### src/design/ubxfr_pkg.sv
`timescale 1ns / 1ps
package ubxfr_pkg;

  localparam int unsigned POSITION_PAYLOAD_BYTES = 92;
  localparam int unsigned ACK_PAYLOAD_BYTES = 2;

  localparam logic [7:0] SYNC_ONE = 8'hB5;
  localparam logic [7:0] SYNC_TWO = 8'h62;

  localparam logic [15:0] ID_NAV_PVT = 16'h0701;
  localparam logic [15:0] ID_ACK_ACK = 16'h0105;
  localparam logic [15:0] ID_ACK_NAK = 16'h0005;

  localparam int unsigned CAP_W = 32;
  localparam int unsigned CAP_DEPTH = 9;
  localparam int unsigned CAP_AW = $clog2(CAP_DEPTH);

  typedef logic [CAP_AW-1:0] cap_addr_t;

  localparam cap_addr_t ADDR_SMALL = cap_addr_t'(0);
  localparam cap_addr_t ADDR_LON = cap_addr_t'(1);
  localparam cap_addr_t ADDR_LAT = cap_addr_t'(2);
  localparam cap_addr_t ADDR_HEIGHT = cap_addr_t'(3);
  localparam cap_addr_t ADDR_VEL_N = cap_addr_t'(4);
  localparam cap_addr_t ADDR_VEL_E = cap_addr_t'(5);
  localparam cap_addr_t ADDR_VEL_D = cap_addr_t'(6);
  localparam cap_addr_t ADDR_DECL = cap_addr_t'(7);
  localparam cap_addr_t ADDR_ACK = cap_addr_t'(8);

  typedef enum logic [2:0] {
    KIND_POSITION  = 3'd0,
    KIND_ACK_MATCH = 3'd1,
    KIND_ACK_OTHER = 3'd2,
    KIND_NAK_MATCH = 3'd3,
    KIND_NAK_OTHER = 3'd4
  } frame_kind_t;

  localparam int unsigned CFG_W = 16;
  typedef logic [1:0] cfg_idx_t;
  localparam cfg_idx_t REG_CONFIGURED = 2'd0;
  localparam cfg_idx_t REG_ACK_ARMED = 2'd1;
  localparam cfg_idx_t REG_AWAITED_ID = 2'd2;

  typedef struct packed {
    logic             we;
    cap_addr_t        addr;
    logic [CAP_W-1:0] data;
  } cap_wr_t;

  typedef struct packed {
    logic        fin_vld;
    logic [15:0] fin_msg_id;
    logic        at_ck2;
  } prs_status_t;

endpackage

### src/design/ubxfr_ram.sv
`timescale 1ns / 1ps
module ubxfr_ram #(
  parameter int unsigned WIDTH = 32,
  parameter int unsigned DEPTH = 9
) (
  input  logic                     clk,
  input  logic                     we,
  input  logic [$clog2(DEPTH)-1:0] waddr,
  input  logic [WIDTH-1:0]         wdata,
  input  logic                     re,
  input  logic [$clog2(DEPTH)-1:0] raddr,
  output logic [WIDTH-1:0]         rdata
);

  logic [WIDTH-1:0] mem_r [DEPTH];

  always_ff @(posedge clk) begin
    if (we) begin
      mem_r[waddr] <= wdata;
    end
    if (re) begin
      rdata <= mem_r[raddr];
    end
  end

endmodule

### src/design/ubxfr_parser.sv
`timescale 1ns / 1ps
module ubxfr_parser import ubxfr_pkg::*; (
  input  logic        clk,
  input  logic        rst_n,
  input  logic        in_accept,
  input  logic [7:0]  in_byte,
  input  logic        cfg_configured,
  output cap_wr_t     cap_wr,
  output prs_status_t status
);

  localparam logic [6:0] OFS_SMALL_END = 7'd23;
  localparam logic [6:0] OFS_LON_END = 7'd27;
  localparam logic [6:0] OFS_LAT_END = 7'd31;
  localparam logic [6:0] OFS_HEIGHT_END = 7'd39;
  localparam logic [6:0] OFS_VEL_N_END = 7'd51;
  localparam logic [6:0] OFS_VEL_E_END = 7'd55;
  localparam logic [6:0] OFS_VEL_D_END = 7'd59;
  localparam logic [6:0] OFS_DECL_END = 7'd89;
  localparam logic [6:0] OFS_ACK_END = 7'd1;
  localparam logic [6:0] POS_MAX = 7'd127;

  typedef enum logic [3:0] {
    PH_SYNC1,
    PH_SYNC2,
    PH_CLASS,
    PH_ID,
    PH_LEN1,
    PH_LEN2,
    PH_PAYLOAD,
    PH_CK1,
    PH_CK2
  } phase_t;

  phase_t      phase_r, phase_nxt;
  logic [7:0]  sum_a_r, sum_a_nxt;
  logic [7:0]  sum_b_r, sum_b_nxt;
  logic [15:0] msg_id_r, msg_id_nxt;
  logic [15:0] len_r, len_nxt;
  logic [6:0]  pos_r, pos_nxt;
  logic        handled_r, handled_nxt;
  logic [31:0] shift_r, shift_nxt;
  cap_wr_t     wr_r, wr_nxt;
  logic        fin_vld_r, fin_vld_nxt;
  logic [15:0] fin_msg_r, fin_msg_nxt;

  logic [7:0]  sum_a_add;
  logic [7:0]  sum_b_add;
  logic [15:0] len_full;

  assign sum_a_add = sum_a_r + in_byte;
  assign sum_b_add = sum_b_r + sum_a_add;
  assign len_full = {in_byte, len_r[7:0]};

  always_comb begin
    logic do_restart;
    logic reject;
    logic is_nav;
    logic is_ack;
    do_restart = 1'b0;
    reject = 1'b0;
    is_nav = (msg_id_r == ID_NAV_PVT);
    is_ack = (msg_id_r == ID_ACK_ACK) || (msg_id_r == ID_ACK_NAK);
    phase_nxt = phase_r;
    sum_a_nxt = sum_a_r;
    sum_b_nxt = sum_b_r;
    msg_id_nxt = msg_id_r;
    len_nxt = len_r;
    pos_nxt = pos_r;
    handled_nxt = handled_r;
    shift_nxt = shift_r;
    wr_nxt.we = 1'b0;
    wr_nxt.addr = ADDR_SMALL;
    wr_nxt.data = shift_r;
    fin_vld_nxt = 1'b0;
    fin_msg_nxt = fin_msg_r;
    if (in_accept) begin
      unique case (phase_r)
        PH_SYNC1: begin
          if (in_byte == SYNC_ONE) begin
            phase_nxt = PH_SYNC2;
          end
        end
        PH_SYNC2: begin
          if (in_byte == SYNC_TWO) begin
            phase_nxt = PH_CLASS;
          end else begin
            do_restart = 1'b1;
          end
        end
        PH_CLASS: begin
          sum_a_nxt = sum_a_add;
          sum_b_nxt = sum_b_add;
          msg_id_nxt = {8'h00, in_byte};
          phase_nxt = PH_ID;
        end
        PH_ID: begin
          sum_a_nxt = sum_a_add;
          sum_b_nxt = sum_b_add;
          msg_id_nxt = {in_byte, msg_id_r[7:0]};
          phase_nxt = PH_LEN1;
        end
        PH_LEN1: begin
          sum_a_nxt = sum_a_add;
          sum_b_nxt = sum_b_add;
          len_nxt = {8'h00, in_byte};
          phase_nxt = PH_LEN2;
        end
        PH_LEN2: begin
          sum_a_nxt = sum_a_add;
          sum_b_nxt = sum_b_add;
          len_nxt = len_full;
          if (is_nav) begin
            if (!cfg_configured) begin
              handled_nxt = 1'b0;
            end else if (len_full != 16'(POSITION_PAYLOAD_BYTES)) begin
              reject = 1'b1;
            end else begin
              handled_nxt = 1'b1;
            end
          end else if (is_ack) begin
            if (len_full != 16'(ACK_PAYLOAD_BYTES)) begin
              reject = 1'b1;
            end else begin
              handled_nxt = !cfg_configured;
            end
          end else begin
            reject = 1'b1;
          end
          if (reject) begin
            do_restart = 1'b1;
          end else begin
            pos_nxt = '0;
            phase_nxt = (len_full != 16'd0) ? PH_PAYLOAD : PH_CK1;
          end
        end
        PH_PAYLOAD: begin
          sum_a_nxt = sum_a_add;
          sum_b_nxt = sum_b_add;
          shift_nxt = {in_byte, shift_r[31:8]};
          if (handled_r) begin
            if (is_nav) begin
              wr_nxt.data = shift_nxt;
              case (pos_r)
                OFS_SMALL_END: begin
                  wr_nxt.we = 1'b1;
                  wr_nxt.addr = ADDR_SMALL;
                end
                OFS_LON_END: begin
                  wr_nxt.we = 1'b1;
                  wr_nxt.addr = ADDR_LON;
                end
                OFS_LAT_END: begin
                  wr_nxt.we = 1'b1;
                  wr_nxt.addr = ADDR_LAT;
                end
                OFS_HEIGHT_END: begin
                  wr_nxt.we = 1'b1;
                  wr_nxt.addr = ADDR_HEIGHT;
                end
                OFS_VEL_N_END: begin
                  wr_nxt.we = 1'b1;
                  wr_nxt.addr = ADDR_VEL_N;
                end
                OFS_VEL_E_END: begin
                  wr_nxt.we = 1'b1;
                  wr_nxt.addr = ADDR_VEL_E;
                end
                OFS_VEL_D_END: begin
                  wr_nxt.we = 1'b1;
                  wr_nxt.addr = ADDR_VEL_D;
                end
                OFS_DECL_END: begin
                  wr_nxt.we = 1'b1;
                  wr_nxt.addr = ADDR_DECL;
                  wr_nxt.data = {16'h0000, shift_nxt[31:16]};
                end
                default: begin
                end
              endcase
            end else if (pos_r == OFS_ACK_END) begin
              wr_nxt.we = 1'b1;
              wr_nxt.addr = ADDR_ACK;
              wr_nxt.data = {16'h0000, shift_nxt[31:16]};
            end
          end
          if (pos_r != POS_MAX) begin
            pos_nxt = pos_r + 7'd1;
          end
          len_nxt = len_r - 16'd1;
          if (len_r == 16'd1) begin
            phase_nxt = PH_CK1;
          end
        end
        PH_CK1: begin
          if (in_byte != sum_a_r) begin
            do_restart = 1'b1;
          end else begin
            phase_nxt = PH_CK2;
          end
        end
        PH_CK2: begin
          if (in_byte == sum_b_r && handled_r) begin
            fin_vld_nxt = 1'b1;
            fin_msg_nxt = msg_id_r;
          end
          do_restart = 1'b1;
        end
        default: begin
          do_restart = 1'b1;
        end
      endcase
    end
    if (do_restart) begin
      phase_nxt = PH_SYNC1;
      sum_a_nxt = '0;
      sum_b_nxt = '0;
      msg_id_nxt = '0;
      len_nxt = '0;
      pos_nxt = '0;
      handled_nxt = 1'b0;
    end
  end

  always_ff @(posedge clk) begin
    if (!rst_n) begin
      phase_r <= PH_SYNC1;
      sum_a_r <= '0;
      sum_b_r <= '0;
      msg_id_r <= '0;
      len_r <= '0;
      pos_r <= '0;
      handled_r <= 1'b0;
      wr_r.we <= 1'b0;
      fin_vld_r <= 1'b0;
    end else begin
      phase_r <= phase_nxt;
      sum_a_r <= sum_a_nxt;
      sum_b_r <= sum_b_nxt;
      msg_id_r <= msg_id_nxt;
      len_r <= len_nxt;
      pos_r <= pos_nxt;
      handled_r <= handled_nxt;
      wr_r.we <= wr_nxt.we;
      fin_vld_r <= fin_vld_nxt;
    end
    shift_r <= shift_nxt;
    wr_r.addr <= wr_nxt.addr;
    wr_r.data <= wr_nxt.data;
    fin_msg_r <= fin_msg_nxt;
  end

  assign cap_wr = wr_r;
  assign status.fin_vld = fin_vld_r;
  assign status.fin_msg_id = fin_msg_r;
  assign status.at_ck2 = (phase_r == PH_CK2);

endmodule

### src/design/ubx_frame_receiver_core.sv
`timescale 1ns / 1ps
// Channel   Direction  tdata (low bit first)                               tuser
// in_       slave      rx_byte                                             -
// out_      master     message_id, fix_type, fix_flags, satellite_count,   frame_kind
//                      longitude, latitude, height_msl, velocity_north,
//                      velocity_east, velocity_down, magnetic_declination
// cfg_      write      index 0 configured, 1 ack armed, 2 awaited id       -
//
// The parser takes one byte every cycle in which in_tvalid and in_tready are both high.
// A good frame's result becomes valid once its captured words have been read out of the
// capture memory, one word for an acknowledgement and eight for a position frame, each
// passing the read and pending registers before the result registers are loaded.
// in_tready drops only on a second checksum byte while the previous result is still
// being read out or waits in the output register. Reset is synchronous and needs
// no clearing pass; a result is read only from words its own frame has written.
module ubx_frame_receiver_core import ubxfr_pkg::*; (
  input  logic             clk,
  input  logic             rst_n,
  input  logic             in_tvalid,
  output logic             in_tready,
  input  logic [7:0]       in_tdata,    // rx_byte
  output logic             out_tvalid,
  input  logic             out_tready,
  output logic [247:0]     out_tdata,   // message_id, fix_type, fix_flags, satellite_count,
                                        // longitude, latitude, height_msl, velocity_north,
                                        // velocity_east, velocity_down, magnetic_declination
  output logic [2:0]       out_tuser,   // frame_kind
  input  logic             cfg_we,
  input  cfg_idx_t         cfg_idx,
  input  logic [CFG_W-1:0] cfg_wdata
);

  logic        cfg_configured_r;
  logic        cfg_ack_armed_r;
  logic [15:0] cfg_awaited_r;

  logic        in_accept;
  cap_wr_t     cap_wr;
  prs_status_t prs_st;
  logic [CAP_W-1:0] ram_rdata;

  logic        rd_act_r;
  cap_addr_t   rd_addr_r;
  logic        pend_vld_r;
  cap_addr_t   pend_addr_r;
  logic        out_tvalid_r;
  logic        res_busy;
  logic        ack_match;

  logic [15:0]        res_msg_r;
  frame_kind_t        kind_r;
  logic [7:0]         fix_type_r;
  logic [7:0]         fix_flags_r;
  logic [7:0]         sat_count_r;
  logic signed [31:0] lon_r;
  logic signed [31:0] lat_r;
  logic signed [31:0] height_r;
  logic signed [31:0] vel_n_r;
  logic signed [31:0] vel_e_r;
  logic signed [31:0] vel_d_r;
  logic signed [15:0] decl_r;

  assign res_busy = prs_st.fin_vld | rd_act_r | pend_vld_r | out_tvalid_r;
  assign in_tready = !(prs_st.at_ck2 && res_busy);
  assign in_accept = in_tvalid && in_tready;

  ubxfr_parser u_parser (
    .clk            (clk),
    .rst_n          (rst_n),
    .in_accept      (in_accept),
    .in_byte        (in_tdata),
    .cfg_configured (cfg_configured_r),
    .cap_wr         (cap_wr),
    .status         (prs_st)
  );

  ubxfr_ram #(
    .WIDTH (CAP_W),
    .DEPTH (CAP_DEPTH)
  ) u_cap_ram (
    .clk   (clk),
    .we    (cap_wr.we),
    .waddr (cap_wr.addr),
    .wdata (cap_wr.data),
    .re    (rd_act_r),
    .raddr (rd_addr_r),
    .rdata (ram_rdata)
  );

  always_ff @(posedge clk) begin
    if (!rst_n) begin
      cfg_configured_r <= 1'b0;
      cfg_ack_armed_r <= 1'b0;
      cfg_awaited_r <= '0;
    end else if (cfg_we) begin
      unique case (cfg_idx)
        REG_CONFIGURED: cfg_configured_r <= cfg_wdata[0];
        REG_ACK_ARMED:  cfg_ack_armed_r <= cfg_wdata[0];
        REG_AWAITED_ID: cfg_awaited_r <= cfg_wdata[15:0];
        default: begin
        end
      endcase
    end
  end

  always_ff @(posedge clk) begin
    if (!rst_n) begin
      rd_act_r <= 1'b0;
      rd_addr_r <= ADDR_SMALL;
      pend_vld_r <= 1'b0;
      pend_addr_r <= ADDR_SMALL;
      out_tvalid_r <= 1'b0;
    end else begin
      pend_vld_r <= rd_act_r;
      pend_addr_r <= rd_addr_r;
      if (prs_st.fin_vld) begin
        rd_act_r <= 1'b1;
        rd_addr_r <= (prs_st.fin_msg_id == ID_NAV_PVT) ? ADDR_SMALL : ADDR_ACK;
      end else if (rd_act_r) begin
        rd_addr_r <= rd_addr_r + cap_addr_t'(1);
        if (rd_addr_r == ADDR_DECL || rd_addr_r == ADDR_ACK) begin
          rd_act_r <= 1'b0;
        end
      end
      if (pend_vld_r && (pend_addr_r == ADDR_DECL || pend_addr_r == ADDR_ACK)) begin
        out_tvalid_r <= 1'b1;
      end else if (out_tvalid_r && out_tready) begin
        out_tvalid_r <= 1'b0;
      end
    end
  end

  assign ack_match = cfg_ack_armed_r && (ram_rdata[15:0] == cfg_awaited_r);

  always_ff @(posedge clk) begin
    if (prs_st.fin_vld) begin
      res_msg_r <= prs_st.fin_msg_id;
      fix_type_r <= '0;
      fix_flags_r <= '0;
      sat_count_r <= '0;
      lon_r <= '0;
      lat_r <= '0;
      height_r <= '0;
      vel_n_r <= '0;
      vel_e_r <= '0;
      vel_d_r <= '0;
      decl_r <= '0;
    end
    if (pend_vld_r) begin
      case (pend_addr_r)
        ADDR_SMALL: begin
          fix_type_r <= ram_rdata[7:0];
          fix_flags_r <= ram_rdata[15:8];
          sat_count_r <= ram_rdata[31:24];
        end
        ADDR_LON:    lon_r <= ram_rdata;
        ADDR_LAT:    lat_r <= ram_rdata;
        ADDR_HEIGHT: height_r <= ram_rdata;
        ADDR_VEL_N:  vel_n_r <= ram_rdata;
        ADDR_VEL_E:  vel_e_r <= ram_rdata;
        ADDR_VEL_D:  vel_d_r <= ram_rdata;
        ADDR_DECL: begin
          decl_r <= ram_rdata[15:0];
          kind_r <= KIND_POSITION;
        end
        ADDR_ACK: begin
          if (res_msg_r == ID_ACK_ACK) begin
            kind_r <= ack_match ? KIND_ACK_MATCH : KIND_ACK_OTHER;
          end else begin
            kind_r <= ack_match ? KIND_NAK_MATCH : KIND_NAK_OTHER;
          end
        end
        default: begin
        end
      endcase
    end
  end

  assign out_tvalid = out_tvalid_r;
  assign out_tuser = kind_r;
  assign out_tdata = {decl_r, vel_d_r, vel_e_r, vel_n_r, height_r, lat_r, lon_r,
                      sat_count_r, fix_flags_r, fix_type_r, res_msg_r};

endmodule

### config.mk
export PLATFORM = sky130hd
export DESIGN_NAME = ubx_frame_receiver_core
export DESIGN_NICKNAME = d
export VERILOG_FILES = /design/src/design/ubxfr_pkg.sv /design/src/design/ubxfr_ram.sv /design/src/design/ubxfr_parser.sv /design/src/design/ubx_frame_receiver_core.sv
export SDC_FILE = /design/constraint.sdc
export NUM_CORES = 1
export LEC_CHECK = 0
export BUFFER_PORTS_ARGS = -buffer_cell sky130_fd_sc_hd__buf_2
export CAP_MARGIN = 0
export CORE_MARGIN = 2
export CORE_UTILIZATION = 55
export DETAILED_ROUTE_END_ITERATION = 10
export PLACE_DENSITY = 0.73
export SYNTH_ARGS = -nofsm -noshare
export SYNTH_HDL_FRONTEND = slang
export SYNTH_SLANG_ARGS = --single-unit
### constraint.sdc
create_clock -name clk -period 11.6 [get_ports clk]
set_input_delay 0 -clock clk [delete_from_list [all_inputs] [get_ports clk]]
set_output_delay 0 -clock clk [all_outputs]
set_load 0.005 [all_outputs]
==> PnR_summary.wiki <==
{| class="wikitable"
! Metric !! Value
|-
| Number of primary I/O pins || 284
|-
| Hold Fails Final Rpt || 0
|-
| Clock slew seen by the registers of the worst setup and hold paths || 60 ps
|-
| Number of distinct library cells after synthesis || 62
|-
| Combinational fraction of design power || ~2.4%
|-
| First-pass GRT wire length || 109000 µm
|-
| Crit path capture type || flop
|-
| Yosys warning count || 0
|-
| Leftover overflow at the end of global routing || 0
|-
| Routability Congestion || 0.864
|-
| Net switching power || 1.06 mW
|-
| Max Clock Skew || roughly 26 ps
|-
| Post-cts sizing count || 0
|-
| Crit Path Max Fanout || 3
|-
| Detailed-route via count || 19800
|-
| Hold Worst Slack || 68.7 ps
|-
| Synthesized cell area || 28900 µm²
|-
| Number of instances in the synthesized netlist || 2454
|-
| Largest family of logic cells by synthesized area || simple AND/OR/NAND/NOR gates
|-
| Final antenna-violating net count || 0
|-
| Hold Path Class || input port to flop
|-
| Minimum period implied by the final worst setup slack || 3400 ps
|-
| Area occupied by multi-input gates || 9510 µm²
|-
| Pin count of the biggest net entering global routing || 129
|-
| Launching element type of the critical path || flop
|-
| Lkg Pwr || approximately 13 nW
|-
| CTS tree || done
|-
| HPWL after detailed placement || 43800 µm
|-
| Required arrival time at the worst endpoint || 12090 ps
|-
| Number of register bits inferred by synthesis || about 750
|-
| Number of placed instances with taps included || 3294
|-
| Synthesis-to-finish area growth || 16.1%
|-
| Total power after layout || 5.22 mW
|-
| Final routed wire length divided by cell count || 20.6 µm
|-
| Power Density || 156 nW/µm²
|-
| Share of synthesized cell area in and, or, nand and nor gates || 18.6%
|-
| RSZ-0062 raised after global routing || false
|-
| Run status || complete, no violations
|-
| Clock Tree Root || sky130_fd_sc_hd__clkbuf_16
|-
| Post-route worst setup slack || 8200 ps
|-
| Starting density of the core || between 50% and 60%
|-
| Most area-consuming cells after synthesis || sky130_fd_sc_hd__edfxtp_1 40%, sky130_fd_sc_hd__dfxtp_1 25%, sky130_fd_sc_hd__nand2_1 7.5%
|-
| Flip-flop cell with the highest count after synthesis || sky130_fd_sc_hd__edfxtp_1
|-
| MaxCap Viol Count || 0
|-
| Syn_area_per_cell || 11.8 µm²
|-
| Transition at the pin with the smallest max-transition slack || 1300 ps
|-
| Drt via density || between 5 and 6
|-
| Max transition margin || 13.2%
|-
| Number of global-route vias before repair || 19000
|-
| Non-filler cells in the finished layout || 3458
|-
| Highest metal layer with signal wires || met4
|-
| Iteration-0 DRC Markers || 2021
|-
| Area of the die || 54500 µm²
|-
| Final sum of negative setup slack || 0 ps
|-
| Worst IR Drop VDD || 0.0967 mV
|-
| Sequential cell area || between 15000 and 20000 µm²
|-
| Post-route clock period utilization || 29.3%
|-
| WL met2 || approximately 35000 µm
|-
| Number of buffers created by CTS || 74
|-
| Number of buffers inserted by port buffering || ~280
|-
| Fraction of the mapped netlist area in compound gates || 5.34%
|-
| FMAX || between 0.2 and 0.3 GHz
|-
| Proportion of register bits with asynchronous set or reset after synthesis || 0%
|-
| Number of placement rows || 84
|-
| Pre-antenna DRT Iters || 6
|-
| Cell at the slowest stage of the critical path || sky130_fd_sc_hd__a2111oi_0
|-
| Worst-skew pair later-pin latency || 600 ps
|-
| Largest stage delay on the critical path || 530 ps
|-
| Net count after synthesis || around 2500
|-
| Proportion of power drawn by the clock network || 44.3%
|-
| EDFF count, synth || 387
|-
| Final number of setup-violating endpoints || 0
|-
| Met1 WL || just under 30000 µm
|-
| Nets || between 2000 and 3000
|-
| CTS sink count || 746
|-
| Post-synthesis mux area share || between 6 and 7%
|-
| Share of total power in sequential cells || 53.3%
|-
| Antenna violations before repair || 0
|-
| DRC violation count after routing || 0
|-
| Part of the Yosys area used for sequential elements || 65.0%
|-
| Library cell with the largest summed area after synthesis || sky130_fd_sc_hd__edfxtp_1
|-
| Post-synth top area share || around 40%
|-
| Diode count || 0
|-
| Detailed route wirelength on metal3 || around 5500 µm
|-
| Floorplan core area || roughly 52000 µm²
|-
| Switch share || between 20% and 30%
|-
| List of cells traversed by the critical path || ha_1, fa_1, a21o_1, a21oi_1, o21bai_1, a21oi_1, xnor2_1, ha_1, a2111oi_0, o21ai_0, mux2i_1, mux2_2
|-
| Worst setup slack before clock tree synthesis || 8310 ps
|-
| Fill cell total of the finished layout || 3822
|-
| Share of layout cells above drive strength 1 || between 10% and 20%
|-
| Fin. max-slew vios || 0
|-
| Path type of the worst setup path || flop to flop
|-
| Adder and majority cell fraction of the synthesized area || 1.09%
|-
| Xor/xnor cell area share of the yosys netlist || 1.33%
|-
| Die height || 233 µm
|-
| Max Root-Sink Buffers || 3
|-
| Internal power || 4.17 mW
|-
| Final Routed Wirelength || 71200 µm
|-
| Die X-Extent || ~230 µm
|-
| Worst endpoint data arrival time || roughly 4000 ps
|-
| GRT Overall Usage || 25.9%
|-
| Number of levels the H-tree was split into || 3
|}
[synth_stat cells (all sizes together) (10+ instances only)]
cell type / number
nand4: 17
and2: 13
clkbuf: 147
mux2i: 35
ha: 22
nand3: 42
nor4: 17
xnor2: 34
nor2: 101
nand2: 578
a22oi: 12
o22ai: 16
nand3b: 191
o21ai: 114
dfxtp: 359
mux4: 64
xor2: 10
nor2b: 10
inv: 14
buf: 20
edfxtp: 387
a21oi: 80
nand2b: 58
nor3: 22
[path summary, 6_finish.rpt]
kind	from	endpoint	cells after the start	slack [ps]
max reg2reg	u_parser.sum_a_r[0]	u_parser.sum_b_r[7]	12	8200
max	u_parser.sum_a_r[0]	u_parser.sum_b_r[7]	12	8200
min reg2reg	u_parser.fin_msg_r[10]	res_msg_r[10]	0	450
min	cfg_we	cfg_awaited_r[6]	4	70
[sequential cells by signal, summed over array words and instances, names as in the netlist, 16 cells and up]
signal and count:
u_cap_ram.mem_r 288, u_parser.cap_wr 37, height_r 32, lat_r 32, lon_r 32, u_cap_ram.rdata 32, u_parser.shift_r 32, vel_d_r 32
vel_e_r 32, vel_n_r 32, cfg_awaited_r 16, decl_r 16, res_msg_r 16, u_parser.fin_msg_r 16, u_parser.len_r 16, u_parser.msg_id_r 16
[metrics by stage]
step / utilization [%] / area (µm²)
2_1_floorplan: - / 28900
3_3_place_gp: 59.2 / 30900
3_5_place_dp: 59.2 / 30900
4_1_cts: 64.3 / 33600
5_1_grt: 64.3 / 33600
6_report: 64.3 / 33600
[timing repair]
action,CTS,global route
setup endpoints to repair,0,0
hold endpoints to repair,76,0
hold buffers,32,0
setup buffers,0,0
[worst max-delay path: cells and delay by family, from the launching register on]
kind	cells	cell delay [ps]
AOI/OAI and AO/OA	6	1500
xor gates and xnor gates	1	120
adders and majority gates	3	820
DFF	1	320
muxes	2	530
[metal layers]
layer / global-route usage (%) / vias up
met1: 35.3 / 9631
met3: 3.55 / 110
met4: 7.98 / 0
met5: 0 / -
met2: 43.4 / 868
li1: - / 9213
[layout make-up]
class | instances | area share [%]
flip-flops and latches | 746 | 56.0
multi-input cells | 1527 | 28.3
clock buffers | 102 | 6.07
repair buffers | 351 | 5.98
well taps | 688 | 2.56
clock inverters | 30 | 0.864
inverters | 14 | 0.156
[cells by family (layout without fill, tap and decap cells)]
logic type	Yosys count	in the layout
compound gates	269	269
simple gates	1090	1090
xor+xnor	44	44
flops	746	746
mux	100	100
fa+ha+maj	24	24
buf+inv	181	497
[power by group through the flow]
stage | sequential, mW | clock, mW | combinational [mW]
2_1_floorplan | 2.84 | 0 | 0.0754
3_3_place_gp | 2.84 | 0 | 0.113
3_5_place_dp | 2.84 | 0 | 0.116
4_1_cts | 2.78 | 2.35 | 0.126
5_1_grt | 2.78 | 2.45 | 0.140
6_report | 2.78 | 2.31 | 0.127
[cell usage in the layout (no fill, tap or decap), drive strengths merged, types with 32 or more instances in the layout]
master and n:
xnor2 34, o21ai 114, nand2b 58, nand3b 191, mux2i 35, dlygate4sd3 32
dfxtp 359, nand3 42, buf 319, clkbuf 102, nand2 578, mux4 64
edfxtp 387, a21oi 80, nor2 101
No activity file was read; power rests on OpenSTA's default activity.
